===== src/nrcc_pkg.sv =====
package nrcc_pkg;

    // Fixed widths of the beats and the configuration port.
    localparam int FIELD_W   = 20;
    localparam int SLOT_W    = 20;
    localparam int NUM_CH    = 3;
    localparam int NUM_REFS  = 5;
    localparam int CFG_W     = NUM_CH * SLOT_W;
    localparam int CFG_IDX_W = 3;
    localparam int CLASS_W   = 3;

    // Defaults handed to the top level.
    localparam int PERIOD_WIDTH_DEF   = 20;
    localparam int STABLE_REPEATS_DEF = 2;

    // Queue between the distance pipeline and the run filter.
    localparam int QUEUE_DEPTH = 8;
    localparam int QUEUE_AW    = $clog2(QUEUE_DEPTH);
    localparam int CNT_W       = QUEUE_AW + 1;

    // Number of register stages in the distance pipeline.
    localparam int FRONT_STAGES = 5;

    typedef enum logic [CLASS_W-1:0] {
        CLS_RED     = 3'd0,
        CLS_GREEN   = 3'd1,
        CLS_BLUE    = 3'd2,
        CLS_WHITE   = 3'd3,
        CLS_BLACK   = 3'd4,
        CLS_UNKNOWN = 3'd5
    } t_class;

    typedef struct packed {
        logic   vld;
        t_class cls;
    } t_cls_beat;

endpackage


===== src/nrcc_queue.sv =====
module nrcc_queue (
    input  logic                i_clk,
    input  logic                i_rst_n,
    input  logic                i_take,
    output logic                o_room,
    input  nrcc_pkg::t_cls_beat i_push,
    input  logic                i_pop,
    output nrcc_pkg::t_cls_beat o_head
);
    import nrcc_pkg::*;

    t_class              r_mem [QUEUE_DEPTH];
    logic [QUEUE_AW-1:0] r_wp, r_rp;
    logic [CNT_W-1:0]    r_cnt, r_credit;
    logic                w_pop;

    // A credit is held from the moment a beat enters the pipeline until it
    // leaves the queue, so the queue can never overflow.
    assign o_room      = r_credit < CNT_W'(QUEUE_DEPTH);
    assign w_pop       = i_pop && (r_cnt != '0);
    assign o_head.vld  = r_cnt != '0;
    assign o_head.cls  = r_mem[r_rp];

    always_ff @(posedge i_clk) begin
        if (i_push.vld) begin
            r_mem[r_wp] <= i_push.cls;
        end
    end

    always_ff @(posedge i_clk) begin
        if (!i_rst_n) begin
            r_wp     <= '0;
            r_rp     <= '0;
            r_cnt    <= '0;
            r_credit <= '0;
        end else begin
            if (i_push.vld) begin
                r_wp <= r_wp + 1'b1;
            end
            if (w_pop) begin
                r_rp <= r_rp + 1'b1;
            end
            r_cnt    <= r_cnt + CNT_W'(i_push.vld) - CNT_W'(w_pop);
            r_credit <= r_credit + CNT_W'(i_take) - CNT_W'(w_pop);
        end
    end

    a_cnt_within_credit: assert property (@(posedge i_clk) disable iff (!i_rst_n)
        r_cnt <= r_credit)
        else $error("queue holds more beats than credits issued");

    a_no_overflow: assert property (@(posedge i_clk) disable iff (!i_rst_n)
        i_push.vld |-> (r_cnt != CNT_W'(QUEUE_DEPTH)) || w_pop)
        else $error("queue written while full");

endmodule


===== config.mk =====
export PLATFORM = sky130hd
export DESIGN_NAME = nrcc_queue
export DESIGN_NICKNAME = d
export VERILOG_FILES = /design/src/nrcc_pkg.sv /design/src/nrcc_queue.sv
export SDC_FILE = /design/constraint.sdc
export NUM_CORES = 1
export LEC_CHECK = 0
export ABC_CLOCK_PERIOD_IN_PS = 5500
export BUFFER_PORTS_ARGS = -buffer_cell sky130_fd_sc_hd__clkbuf_2
export CORE_ASPECT_RATIO = 0.6
export CORE_MARGIN = 2
export CORE_UTILIZATION = 25
export CTS_CLUSTER_SIZE = 14
export DETAILED_ROUTE_END_ITERATION = 6
export SLEW_MARGIN = 25
export SYNTH_ARGS = -nofsm -noshare
export SYNTH_HDL_FRONTEND = slang
export SYNTH_SLANG_ARGS = --single-unit

===== constraint.sdc =====
create_clock -name i_clk -period 5.5 [get_ports i_clk]
set_input_delay 1.1 -clock i_clk [delete_from_list [all_inputs] [get_ports i_clk]]
set_output_delay 1.1 -clock i_clk [all_outputs]
set_load 0.02 [all_outputs]

==> results.json <==
{
  "area_delta_synth_final_pct": 18.0,
  "synth-seq-area-share_pct": 58.6,
  "synth_cells": 130,
  "num_vias": 932,
  "cts_resized": 0,
  "maxSlewViolCount": 0,
  "grt.overflow.total": 0,
  "end_kind": "output port",
  "r2r-start": "r_cnt[2]",
  "worst_slew_pin_slew_ns": 0.479,
  "arrival_ns": 1.85,
  "clock_skew_ns": 0.00233,
  "syn_nets": 149,
  "outcome": "completed",
  "synth-seq-cells": 41,
  "portBuffers": 12,
  "post_dp_cell_area_mm2": 0.00196,
  "regToRegEndpoint": "r_credit[2]",
  "max_freq_mhz": 339,
  "cts_tree": "yes",
  "synth_top_area_share_pct": 39.8,
  "cts-root-buf": "clkbuf_16",
  "antenna_cells": 0,
  "synth_edf_count": 24,
  "hold_depth": 2,
  "final.setup.tns_ns": 0,
  "min_to": "r_rp[1]",
  "netlist_area_mm2": 0.00181,
  "drc": 0,
  "wirelength_mm": 2.99,
  "gp_congestion": 0.694,
  "cts_buffers": 5,
  "ir_worst_vdd_v": 0.000153,
  "synth_common_cells": "24 x edfxtp_1, 17 x dfxtp_1, 12 x nor2_1",
  "dp_hpwl_mm": 2.26,
  "reg2reg_depth": 10,
  "grt_start_max_net_pins": 15,
  "maxCapViolations": 0,
  "drt_iter0_drc": 43,
  "initial_core_util_pct": 26.4,
  "powerDensity_mw_per_mm2": 461,
  "grt_pass1_wl_mm": 4.98,
  "final_area_mm2": 0.00213,
  "hold_class": "reg2reg",
  "min_period_over_period_pct": 53.7,
  "fin_crit_ns": 2.95,
  "hold_viol_final": 0,
  "ant_nets": 0,
  "viasPerCell": 3.97,
  "antenna_found_initial": 0,
  "synth-async-reset-ratio_pct": 0,
  "clkTransAtPathRegs_ns": 0.06,
  "clk_latency_ns": 0.28,
  "die_h_um": 69.9,
  "cts_setup_buffers": 0,
  "ys_warn_count": 0,
  "final_nets": 166,
  "ios": 13,
  "setup_viol": 0,
  "cellLeakagePower_nw": 0.824,
  "cp_max_fo": 6,
  "die_w_um": 114,
  "final_core_util_pct": 31.2,
  "coreArea_mm2": 0.00685,
  "htreeDepth": 2,
  "yosys-top-cells-area": "edfxtp_1 40%, dfxtp_1 19%, mux4_1 8.7%",
  "grt_pass1_vias": 945,
  "clock_sinks": 41,
  "holdBufCountCts": 0,
  "drive_gt1_share_pct": 18.2,
  "required_ns": 4.40,
  "crit_path_start_kind": "flop",
  "firstDrtPassIters": 4,
  "min_from": "r_rp[1]",
  "synth_top_flop_cell": "edfxtp_1",
  "grt_usage_pct": 8.23,
  "dieArea_mm2": 0.00796,
  "synth.distinct_cells": 24,
  "wire_per_inst_um": 12.7,
  "synth_area_leader_cell": "edfxtp_1",
  "r2r_setup_slack_ns": 3.19,
  "num_rows": 23,
  "cts_buffer_depth": 2,
  "timing_worst_setup_path_type": "reg2out",
  "rsz0062_at_grt": "no",
  "syn_avg_cell_area_um2": 13.9,
  "synth_most_common_cell": "edfxtp_1",
  "max_slew_margin_pct": 67.8
}
worst max path at each step:
| stage | end | cells past startpoint |
|---|---|---|
| after floorplan | r_cnt[3] | 6 |
| after global placement | o_head[1] | 3 |
| final | o_head[1] | 3 |
| after detailed placement | o_head[1] | 3 |
| after global routing | o_head[1] | 3 |
| after CTS | o_head[1] | 3 |
cell type report:
| cell class | count | area (um2) |
|---|---|---|
| Clock buffer | 5 | 125 |
| Clock inverter | 3 | 46.3 |
| Inverter | 8 | 30.0 |
| Fill cell | 678 | 4710 |
| Multi-Input combinational cell | 79 | 703 |
| Tap cell | 87 | 109 |
| Timing Repair Buffer | 12 | 60.1 |
| Sequential cell | 41 | 1060 |
through the flow:
step	std cells	setup WS [ns]	total power, mW	hold slack (ns)
CTS	235	2.53	0.997	0.495
global route	235	2.49	1.05	0.522
floorplan	130	3.13	0.607	0.456
finish	235	2.55	0.984	0.491
detailed placement	227	2.83	0.664	0.483
global placement	227	2.86	0.666	0.466
layer usage:
layer  vias to the layer above  wire (um)  global-route usage [%]
li1                        502          -                       -
met1                       411       1750                    12.6
met2                        15       1060                    10.0
met3                         4        140                    3.13
met4                         0         38                    3.25
met5                         -          0                       0
cell families after synthesis:
group / Yosys count / synth area share [%]
AOI/OAI and AO/OA: 5 / 1.52
xor gates and xnor gates: 5 / 2.42
adders and majority gates: 11 / 8.44
buffers and inverters: 10 / 2.49
DFF: 41 / 58.6
muxes: 18 / 15.6
and+or+nand+nor: 40 / 10.9
cells in the final DEF (no fill, tap or decap), drive strengths merged, types with 2 or more instances in the layout:
cell / synthesis / layout
xnor2: 2 / 2
nand2b: 7 / 7
nand3: 3 / 3
and2: 3 / 3
or2: 2 / 2
clkbuf: 1 / 17
mux2: 3 / 3
nor2: 12 / 12
mux4: 6 / 6
dfxtp: 17 / 17
a21oi: 4 / 4
ha: 9 / 9
inv: 8 / 8
fa: 2 / 2
nor3: 2 / 2
nand2: 9 / 9
xor2: 3 / 3
mux2i: 9 / 9
edfxtp: 24 / 24
registers in the layout (all words and copies together) (netlist names), named ones only:
name,cells
r_wp,3
r_mem,24
r_cnt,4
r_rp,3
r_credit,4
worst max-delay path: stages (launching register included):
cell and delay (ns):
dfxtp_1 0.52, mux4_1 0.63, mux2_2 0.27, clkbuf_2 0.15
power breakdown:
part / total, mW / internal, mW / switching [mW]
clock: 0.330 / 0.214 / 0.115
combinational: 0.263 / 0.130 / 0.133
sequential: 0.392 / 0.363 / 0.0282
Power figures use the tool's default switching activity.
