[config.mk]
export PLATFORM = sky130hd
export DESIGN_NAME = nrcc_back_flat
export DESIGN_NICKNAME = d
export VERILOG_FILES = /design/src/nrcc_pkg.sv /design/src/nrcc_if.sv /design/src/nrcc_back.sv /design/src/flat_wrapper.sv
export SDC_FILE = /design/constraint.sdc
export NUM_CORES = 1
export LEC_CHECK = 0
export ABC_AREA = 1
export BUFFER_PORTS_ARGS = -buffer_cell sky130_fd_sc_hd__buf_2
export CELL_PAD_IN_SITES_DETAIL_PLACEMENT = 1
export CELL_PAD_IN_SITES_GLOBAL_PLACEMENT = 1
export CORE_UTILIZATION = 31
export DETAILED_ROUTE_END_ITERATION = 7
export GPL_ROUTABILITY_DRIVEN = 0
export MAX_ROUTING_LAYER = met4
export PLACE_DENSITY_LB_ADDON = 0.1
export SYNTH_ARGS = -nofsm -noshare
export SYNTH_HDL_FRONTEND = slang
export SYNTH_SLANG_ARGS = --single-unit
[constraint.sdc]
create_clock -name i_clk -period 1.11 [get_ports i_clk]
set_input_delay 0.111 -clock i_clk [delete_from_list [all_inputs] [get_ports i_clk]]
set_output_delay 0.111 -clock i_clk [all_outputs]
set_load 0.02 [all_outputs]
[src/nrcc_pkg.sv]
package nrcc_pkg;

    // Fixed widths of the beats and the configuration port.
    localparam int FIELD_W   = 20;
    localparam int SLOT_W    = 20;
    localparam int NUM_CH    = 3;
    localparam int NUM_REFS  = 5;
    localparam int CFG_W     = NUM_CH * SLOT_W;
    localparam int CFG_IDX_W = 3;
    localparam int CLASS_W   = 3;

    // Defaults handed to the top level.
    localparam int PERIOD_WIDTH_DEF   = 20;
    localparam int STABLE_REPEATS_DEF = 2;

    // Queue between the distance pipeline and the run filter.
    localparam int QUEUE_DEPTH = 8;
    localparam int QUEUE_AW    = $clog2(QUEUE_DEPTH);
    localparam int CNT_W       = QUEUE_AW + 1;

    // Number of register stages in the distance pipeline.
    localparam int FRONT_STAGES = 5;

    typedef enum logic [CLASS_W-1:0] {
        CLS_RED     = 3'd0,
        CLS_GREEN   = 3'd1,
        CLS_BLUE    = 3'd2,
        CLS_WHITE   = 3'd3,
        CLS_BLACK   = 3'd4,
        CLS_UNKNOWN = 3'd5
    } t_class;

    typedef struct packed {
        logic   vld;
        t_class cls;
    } t_cls_beat;

endpackage

[src/nrcc_if.sv]


interface nrcc_res_if;
    logic                         valid;
    logic                         ready;
    logic [nrcc_pkg::CLASS_W-1:0] color_class;

    modport source (output valid, output color_class, input ready);
    modport sink   (input valid, input color_class, output ready);
endinterface

[src/nrcc_back.sv]
module nrcc_back #(
    parameter int STABLE_REPEATS = nrcc_pkg::STABLE_REPEATS_DEF
) (
    input  logic                i_clk,
    input  logic                i_rst_n,
    input  nrcc_pkg::t_cls_beat i_head,
    output logic                o_pop,
    nrcc_res_if.source          o_res
);
    import nrcc_pkg::*;

    localparam logic [1:0] REP_MAX = 2'(STABLE_REPEATS);

    t_class     r_prev, n_prev;
    logic [1:0] r_cnt, n_cnt;
    logic       r_ovld;
    t_class     r_color, n_color;

    assign o_pop = i_head.vld && (!r_ovld || o_res.ready);

    always_comb begin
        if (i_head.cls == r_prev) begin
            n_prev = r_prev;
            n_cnt  = (r_cnt < REP_MAX) ? r_cnt + 2'd1 : r_cnt;
        end else begin
            n_prev = i_head.cls;
            n_cnt  = 2'd0;
        end
        n_color = (n_cnt >= REP_MAX) ? i_head.cls : CLS_UNKNOWN;
    end

    always_ff @(posedge i_clk) begin
        if (!i_rst_n) begin
            r_prev <= CLS_UNKNOWN;
            r_cnt  <= 2'd0;
            r_ovld <= 1'b0;
        end else if (o_pop) begin
            r_prev  <= n_prev;
            r_cnt   <= n_cnt;
            r_ovld  <= 1'b1;
            r_color <= n_color;
        end else if (o_res.ready) begin
            r_ovld <= 1'b0;
        end
    end

    assign o_res.valid       = r_ovld;
    assign o_res.color_class = r_color;

    // A reported class is always the one the filter is currently tracking.
    a_class_tracked: assert property (@(posedge i_clk) disable iff (!i_rst_n)
        (r_ovld && r_color != CLS_UNKNOWN) |-> r_color == r_prev)
        else $error("reported class differs from the tracked class");

    a_count_bounded: assert property (@(posedge i_clk) disable iff (!i_rst_n)
        (r_cnt <= REP_MAX))
        else $error("repeat count beyond its saturation point");

endmodule

[src/flat_wrapper.sv]
// flat-port wrapper written by rule: the top's interface ports become plain ports
module nrcc_back_flat import nrcc_pkg::*;
#(
    parameter int STABLE_REPEATS = nrcc_pkg::STABLE_REPEATS_DEF
)
  (i_clk, i_rst_n, i_head, o_pop, o_res_valid, o_res_color_class, o_res_ready);
  nrcc_res_if o_res_i ();
  input  logic i_clk;
  input  logic i_rst_n;
  input  nrcc_pkg::t_cls_beat i_head;
  output logic o_pop;
  output wire logic [$bits(o_res_i.valid)-1:0] o_res_valid;
  output wire logic [$bits(o_res_i.color_class)-1:0] o_res_color_class;
  input wire logic [$bits(o_res_i.ready)-1:0] o_res_ready;
  assign o_res_valid = o_res_i.valid;
  assign o_res_color_class = o_res_i.color_class;
  assign o_res_i.ready = o_res_ready;
  nrcc_back #(.STABLE_REPEATS(STABLE_REPEATS)) u_core (.i_clk(i_clk), .i_rst_n(i_rst_n), .i_head(i_head), .o_pop(o_pop), .o_res(o_res_i));
endmodule
==> results of run 1 <==
[cells in the final DEF (no fill, tap or decap), drive strengths merged, types with 2 or more instances in the layout]
cell type / Yosys / routed
clkbuf: 0 / 4
a21oi: 6 / 6
nor2: 2 / 2
dfxtp: 6 / 6
inv: 12 / 12
edfxtp: 3 / 3
o21ai: 3 / 3
nand2: 13 / 13
buf: 0 / 16
[area by class of cell]
type / instances / area [µm²]
fill: 174 / 708
inverter: 12 / 50.0
tap: 15 / 18.8
timing repair buffer: 16 / 98.8
clock buffer: 4 / 26.3
sequential: 9 / 213
multi-input combinational: 29 / 186
[stage by stage]
stage	std cells	util, %	total power [mW]
4_1_cts	83	43.0	0.780
2_1_floorplan	50	-	0.460
5_1_grt	85	45.6	0.829
3_5_place_dp	77	39.5	0.499
3_3_place_gp	77	39.5	0.497
6_report	85	45.6	0.788
[cell usage after synthesis (2+ instances only)]
cell type,number
a21oi_1,4
a21oi_2,2
dfxtp_1,6
edfxtp_1,3
inv_1,11
nand2_1,11
nor2_1,2
o21ai_1,2
[repair_timing]
item,in CTS,in global routing
buffers inserted,2,2
gates resized for setup,3,6
pin swaps,2,0
endpoints found under the setup margin,3,4
[state kept, by name, indices dropped and copies added (netlist names)]
register / count
u_core.o_res.color_class: 3
u_core.r_prev: 3
u_core.r_cnt: 2
u_core.o_res.valid: 1
[layer usage]
metal	part of all wire (%)	GRT usage (%)
met2	43	20.4
met1	46	14.6
met3	6.3	5.11
met4	4.3	15.5
met5	0	-
[power breakdown]
part / internal, mW / total, mW / switching, mW
clock: 0.139 / 0.268 / 0.129
combinational: 0.0644 / 0.149 / 0.0846
sequential: 0.361 / 0.371 / 0.0103
total: 0.564 / 0.788 / 0.224
[logic make-up after synthesis]
logic type | share of synthesized area [%]
adder cells (fa/ha/maj) | 2.89
buffers and inverters | 11.0
flip-flops | 48.6
AND/OR/NAND/NOR | 19.4
XOR/XNOR | 3.76
AO/OA/AOI/OAI | 12.1
multiplexers | 2.31
[worst reg2reg max path: stages, from the launching register on]
cell and delay [ns]:
dfxtp_1 0.33, xnor2_2 0.23, nand4_4 0.14, inv_2 0.07
nand2_1 0.04
[worst max-delay path by stage]
| stage | startpoint | end | depth (start not counted) |
|---|---|---|---|
| after floorplan | u_core.r_cnt[0] | u_core.o_res.color_class[0] | 6 |
| after global placement | u_core.r_cnt[1] | u_core.o_res.color_class[0] | 6 |
| after detailed placement | u_core.r_cnt[0] | u_core.o_res.color_class[0] | 6 |
| after CTS | u_core.o_res.valid | o_pop | 4 |
| after global routing | u_core.r_cnt[0] | u_core.o_res.color_class[2] | 6 |
| final | u_core.o_res.valid | o_pop | 4 |
==> flow_metrics.tcl, run 1 <==
set metrics [dict create \
    finalWirelength_um 847 \
    ios 12 \
    nNetsFinal 79 \
    grt_pass1_vias 342 \
    grt_start_max_net_pins 8 \
    rsz0062_at_grt "false" \
    critPathArrivalTime_ns 0.94 \
    cp_slowest_stage_delay_ns 0.33 \
    status "finished clean" \
    hold_viol_final 0 \
    antenna_found_initial 0 \
    leakage_nw 0.295 \
    finalClockSkew_ns 0.00433 \
    avgSynthCellArea_um2 8.66 \
    hold_path_depth 2 \
    grt_overflow 0 \
    r2r_cells 4 \
    insertion_delay_ns 0.27 \
    max_freq_ghz 0.948 \
    synthesis.area_um2 433 \
    worstReg2RegEnd "u_core.o_res.color_class[2]" \
    cts-root-buf "clkbuf_4" \
    power_density_nw_per_um2 1330 \
    worstPathRequired_ns 1.00 \
    holdCritPathClass "in -> reg" \
    viasPerCell 4.52 \
    dr.first_iter.drc_count 1 \
    initial_core_util_pct 33.3 \
    cts_tree "yes" \
    async_flop_share_pct 0 \
    holdCritStartpoint "i_rst_n" \
    die_area_um2 1550 \
    slew_viol_final 0 \
    syn-instance-count 50 \
    r2r_slack_ns 0.06 \
    ir_worst_vdd_v 0.000480 \
    die_w_um 39.4 \
    htreeDepth 1 \
    grt_pass1_wl_um 1330 \
    n_antenna_cell 0 \
    synth-edff-count 3 \
    slowest_stage "dfxtp_2" \
    die_y_um 39.4 \
    final_cell_area_um2 593 \
    synth_ff_type "dfxtp_1" \
    synth_top_area_share_pct 27.7 \
    r2r-start "u_core.r_prev[1]" \
    yosys_warnings 0 \
    crit_buf_inv 2 \
    cp_cell_sequence "nand2_2 > nand2_4 > inv_6 > buf_6" \
    timing.final.crit_share_pct 95.0 \
    final_layout_size_suffix_gt1_share_pct 44.3 \
    crit_type "reg -> out" \
    synthesis.nets 58 \
    dpl_worst_slack_ns -0.0109 \
    endpoint_kind "primary output" \
    hold_end "u_core.r_prev[0]" \
    setup_tns_ns 0 \
    firstDrtPassIters 2 \
    grt_use_total_pct 14.4 \
    ant_nets 0 \
    layout_min_cycle_time_ns 1.05 \
    path_max_fanout 4 \
    synthTopCellsByArea "dfxtp_1 (28%), edfxtp_1 (21%), inv_1 (9.5%), nand2_1 (9.5%), a21oi_1 (4.6%)" \
    cap_violations 0 \
    wl_per_cell_um 9.96 \
    core_area_um2 1300 \
    layout_setup_ws_ns 0.0557 \
    synth.distinct_cells 17 \
    placed_cell_area_um2 514 \
    ys_seq_area_share_pct 48.6 \
    crit_family "flip-flops" \
    tightest_slew_ns 0.266 \
    ys_seq_elements 9 \
    vias 384 \
    clkSlewWorstSetupHoldPaths_ns 0.06 \
    synth_top_area_cell "dfxtp_1" \
    drc 0 \
    max-clock-path-buffers 2 \
    portBuffers 11 \
    cts_hold_buf 0 \
    dp_hpwl_um 619 \
    fp-row-count 13 \
    cts_made_buffers 3 \
    whs_ns 0.0479 \
    setup_violations 0 \
    timing.slew.headroom_pct 82.2 \
    cp-start-kind "flop" \
    syn2layout_area_growth_pct 37.0 \
    cts.sinks 9 \
]
No activity file was read; power rests on OpenSTA's default activity.
==> inputs of run 2 (changes only) <==
==> constraint.sdc (replaced) <==
create_clock -name i_clk -period 1.11 [get_ports i_clk]
set_input_delay 0.0555 -clock i_clk [delete_from_list [all_inputs] [get_ports i_clk]]
set_output_delay 0.0555 -clock i_clk [all_outputs]
set_load 0.02 [all_outputs]
==> flow_metrics.tcl, run 2 (same netlist as run 1, synthesis figures left out) <==
set metrics [dict create \
    dp_hpwl_um 619 \
    wl_per_cell_um 9.79 \
    hold_viol_final 0 \
    grt_pass1_wl_um 1300 \
    worstPathRequired_ns 1.05 \
    cts_tree "yes" \
    tightest_slew_ns 0.209 \
    r2r-start "u_core.r_prev[1]" \
    syn2layout_area_growth_pct 36.7 \
    timing.slew.headroom_pct 86.0 \
    utilization_pct 45.5 \
    worstReg2RegEnd "u_core.o_res.color_class[2]" \
    cts-root-buf "clkbuf_4" \
    dr.first_iter.drc_count 2 \
    power.share.combinational_pct 18.4 \
    holdCritStartpoint "i_head[0]" \
    viasPerCell 4.48 \
    grt_overflow 0 \
    fillCellCount 173 \
    pwr-share-clk_pct 34.2 \
    p_total_uw 784 \
    endpoint_kind "primary output" \
    r2r_cells 4 \
    power_switching_uw 222 \
    clkSlewWorstSetupHoldPaths_ns 0.06 \
    grt_use_total_pct 14.0 \
    htreeDepth 1 \
    max-clock-path-buffers 2 \
    holdCritPathClass "in -> reg" \
    setup_violations 0 \
    die_w_um 39.4 \
    ios 12 \
    leakage_nw 0.293 \
    path_max_fanout 7 \
    insertion_delay_ns 0.27 \
    final_layout_size_suffix_gt1_share_pct 44.3 \
    slew_viol_final 0 \
    cts_made_buffers 3 \
    core_area_um2 1300 \
    ant_nets 0 \
    nNetsFinal 79 \
    fp-row-count 13 \
    grt_start_max_net_pins 8 \
    firstDrtPassIters 2 \
    switching_share_pct 28.3 \
    finalWirelength_um 832 \
    status "finished clean" \
    hold_path_depth 3 \
    layout_common_cells "nand2_1 (11), buf_2 (10), inv_1 (9)" \
    power_density_nw_per_um2 1330 \
    layout_min_cycle_time_ns 1.05 \
    max_freq_ghz 0.950 \
    r2r_slack_ns 0.06 \
    vias 381 \
    n_antenna_cell 0 \
    timing.final.crit_share_pct 94.8 \
    p_int_uw 562 \
    grt_pass1_vias 333 \
    placedCellCount 77 \
    final_common_cell "nand2_1" \
    die_area_um2 1550 \
    die_y_um 39.4 \
    finalClockSkew_ns 0.00351 \
    portBuffers 11 \
    instances_no_fill 85 \
    drc 0 \
    cp-start-kind "flop" \
    initial_core_util_pct 33.3 \
    crit_type "reg -> out" \
    pwr-share-seq_pct 47.3 \
    antenna_found_initial 0 \
    final_cell_area_um2 592 \
    hold_end "u_core.r_prev[0]" \
    placed_cell_area_um2 514 \
    ir_worst_vdd_v 0.000475 \
    cap_violations 0 \
    critPathArrivalTime_ns 1.00 \
    cts.sinks 9 \
]
run 2: per-stage QoR:
stage               hold WS (ns)   TNS, ns  setup slack (ns)
global route              0.0366  -0.00133          -0.00133
CTS                       0.0287         0            0.0108
finish                    0.0278         0            0.0572
global placement           0.272   -0.0442           -0.0227
floorplan                  0.124         0            0.0549
detailed placement         0.275   -0.0206           -0.0109
run 2: layer usage:
metal / share of wire [%] / up-vias / GRT usage, %
met5: 0 / - / -
met4: 4.3 / 0 / 15.5
met3: 6.5 / 5 / 5.11
met2: 42 / 13 / 19.2
met1: 47 / 166 / 14.6
li1: - / 197 / -
run 2: what timing repair did:
| action | in CTS | in global routing |
|---|---|---|
| endpoints found under the hold margin | 1 | 0 |
| buffers inserted | 0 | 3 |
| pin swaps | 1 | 1 |
| hold buffers | 1 | 0 |
| setup endpoints to repair | 2 | 7 |
| gates resized for setup | 1 | 7 |
run 2: cell type report:
class / instances / area (µm²) / share of cell area, %
timing repair buffer: 16 / 97.6 / 16.5
tap: 15 / 18.8 / 3.17
sequential: 9 / 213 / 35.9
clock buffer: 4 / 26.3 / 4.44
multi-input combinational: 29 / 189 / 31.9
inverter: 12 / 47.5 / 8.03
run 2: worst max-delay path, stage by stage (launching register included):
cell     delay (ns)
dfxtp_2        0.32
nand2_2        0.09
nand2_4        0.08
inv_4          0.09
buf_4          0.14
run 2: worst max-delay path by stage:
stage / startpoint / to / slack (ns) / depth (start not counted)
6_report: u_core.o_res.valid / o_pop / 0.06 / 4
3_3_place_gp: u_core.r_cnt[1] / u_core.o_res.color_class[0] / -0.02 / 6
3_5_place_dp: u_core.r_cnt[0] / u_core.o_res.color_class[0] / -0.01 / 6
4_1_cts: u_core.o_res.valid / o_pop / 0.01 / 4
2_1_floorplan: u_core.r_cnt[0] / u_core.o_res.color_class[0] / 0.05 / 6
5_1_grt: u_core.o_res.valid / o_pop / -0.001 / 4
run 2: power groups by stage:
stage | Clock [mW] | Sequential (mW) | Combinational [mW]
global route | 0.291 | 0.373 | 0.162
finish | 0.269 | 0.371 | 0.145
global placement | 0 | 0.377 | 0.121
floorplan | 0 | 0.384 | 0.0765
CTS | 0.278 | 0.370 | 0.125
detailed placement | 0 | 0.377 | 0.122
==> inputs of run 3 (changes only) <==
--- a/config.mk
+++ b/config.mk
@@ -9,8 +9,10 @@
 export BUFFER_PORTS_ARGS = -buffer_cell sky130_fd_sc_hd__buf_2
 export CELL_PAD_IN_SITES_DETAIL_PLACEMENT = 1
 export CELL_PAD_IN_SITES_GLOBAL_PLACEMENT = 1
-export CORE_UTILIZATION = 31
+export CORE_AREA = 2 2 39 41
+export CTS_BUF_LIST = sky130_fd_sc_hd__clkbuf_2 sky130_fd_sc_hd__clkbuf_4 sky130_fd_sc_hd__clkbuf_8
 export DETAILED_ROUTE_END_ITERATION = 7
+export DIE_AREA = 0 0 41 43
 export GPL_ROUTABILITY_DRIVEN = 0
 export MAX_ROUTING_LAYER = met4
 export PLACE_DENSITY_LB_ADDON = 0.1
==> constraint.sdc (replaced) <==
create_clock -name i_clk -period 1.2 [get_ports i_clk]
set_input_delay 0.06 -clock i_clk [delete_from_list [all_inputs] [get_ports i_clk]]
set_output_delay 0.06 -clock i_clk [all_outputs]
set_load 0.02 [all_outputs]
==> flow_metrics.tcl, run 3 (same netlist as run 1, synthesis figures left out) <==
set metrics [dict create \
    timing.slew.headroom_pct 84.4 \
    cap_violations 0 \
    cts.sinks 9 \
    die_w_um 41 \
    worstPathRequired_ns 1.22 \
    endpoint_kind "flop" \
    core_area_um2 1380 \
    grt_pass1_vias 320 \
    dr.first_iter.drc_count 3 \
    drc 0 \
    nNetsFinal 75 \
    cts-root-buf "clkbuf_4" \
    layout_min_cycle_time_ns 1.12 \
    die_y_um 43 \
    max-clock-path-buffers 2 \
    layout_common_cells "nand2_1 (11), buf_2 (11), inv_1 (10)" \
    finalClockSkew_ns 0.00145 \
    grt_start_max_net_pins 8 \
    grt_pass1_wl_um 1330 \
    antenna_found_initial 0 \
    crit_type "reg -> reg" \
    cp_slowest_stage_delay_ns 0.31 \
    utilization_pct 40.2 \
    ant_nets 0 \
    status "finished clean" \
    whs_ns 0.0296 \
    dp_hpwl_um 633 \
    critPathArrivalTime_ns 1.14 \
    leakage_nw 0.278 \
    setup_violations 0 \
    wl_per_cell_um 9.88 \
    viasPerCell 4.50 \
    ios 12 \
    htreeDepth 1 \
    hold_viol_final 0 \
    power_density_nw_per_um2 1310 \
    grt_overflow 0 \
    slowest_stage "dfxtp_1" \
    n_antenna_cell 0 \
    cts_tree "yes" \
    die_area_um2 1760 \
    initial_core_util_pct 31.3 \
    fillCellCount 184 \
    rsz0062_at_grt "false" \
    path_max_fanout 3 \
    cts_made_buffers 3 \
    clkSlewWorstSetupHoldPaths_ns 0.06 \
    finalWirelength_um 810 \
    insertion_delay_ns 0.26 \
    final-seq-area_um2 210 \
    slew_viol_final 0 \
    layout_setup_ws_ns 0.0796 \
    vias 369 \
    syn2layout_area_growth_pct 28.6 \
    max_freq_ghz 0.893 \
    grt_use_total_pct 12.4 \
    final_layout_size_suffix_gt1_share_pct 34.8 \
    timing.final.crit_share_pct 93.4 \
    tightest_slew_ns 0.233 \
    setup_tns_ns 0 \
    ir_worst_vdd_v 0.000581 \
    dpl_worst_slack_ns 0.0666 \
    cpMostUsedCell "inv_1" \
    cp_cell_sequence "inv_1 > ha_1 > inv_1 > nand4_4 > inv_2 > nand2_1" \
    multi_input_comb_area_um2 184 \
    cp-start-kind "flop" \
    fp-row-count 14 \
    portBuffers 11 \
    firstDrtPassIters 4 \
    holdCritPathClass "in -> reg" \
]
[run 3: final timing paths]
kind | slack (ns) | startpoint | cells after the start | end
max | 0.08 | u_core.r_cnt[0] | 6 | u_core.o_res.color_class[2]
max reg2reg | 0.08 | u_core.r_cnt[0] | 6 | u_core.o_res.color_class[2]
min | 0.03 | i_head[0] | 3 | u_core.r_prev[0]
min reg2reg | 0.49 | u_core.r_prev[0] | 2 | u_core.r_prev[0]
[run 3: critical path: cells and delay by family, from the launching register on]
family	cells	cell delay [ns]
buffers and inverters	3	0.23
adder cells (fa/ha/maj)	1	0.19
AND/OR/NAND/NOR	2	0.16
flip-flops	1	0.31
[run 3: final cells by class]
type | count | share of cell area, %
multi-input combinational | 29 | 33.0
timing repair buffer | 12 | 11.7
clock buffer | 4 | 5.39
tap | 16 | 3.60
inverter | 12 | 8.54
sequential | 9 | 37.8
[run 3: routing by layer]
layer	wire, µm	share of wire (%)	global-route usage (%)
met1	360	44	13.6
met2	353	44	16.9
met3	72	8.9	4.71
met4	25	3.1	10.0
met5	0	0	-
[run 3: repair_timing]
item,CTS,global route
hold buffers,1,0
endpoints found under the hold margin,1,0
setup buffers,0,0
setup endpoints to repair,0,2
gates resized for setup,0,2
[run 3: power by group]
| part | switching, mW | internal [mW] | leakage, nW |
|---|---|---|---|
| clock network | 0.114 | 0.151 | 0.0184 |
| registers | 0.00940 | 0.333 | 0.0748 |
| logic | 0.0734 | 0.0458 | 0.185 |
| total | 0.197 | 0.530 | 0.278 |
[run 3: per-stage QoR]
| step | instances | power, mW | cell area (µm²) |
|---|---|---|---|
| after CTS | 82 | 0.732 | 548 |
| after global routing | 82 | 0.768 | 557 |
| after global placement | 77 | 0.460 | 508 |
| final | 82 | 0.727 | 557 |
| after detailed placement | 77 | 0.462 | 508 |
| after floorplan | 50 | 0.426 | 433 |
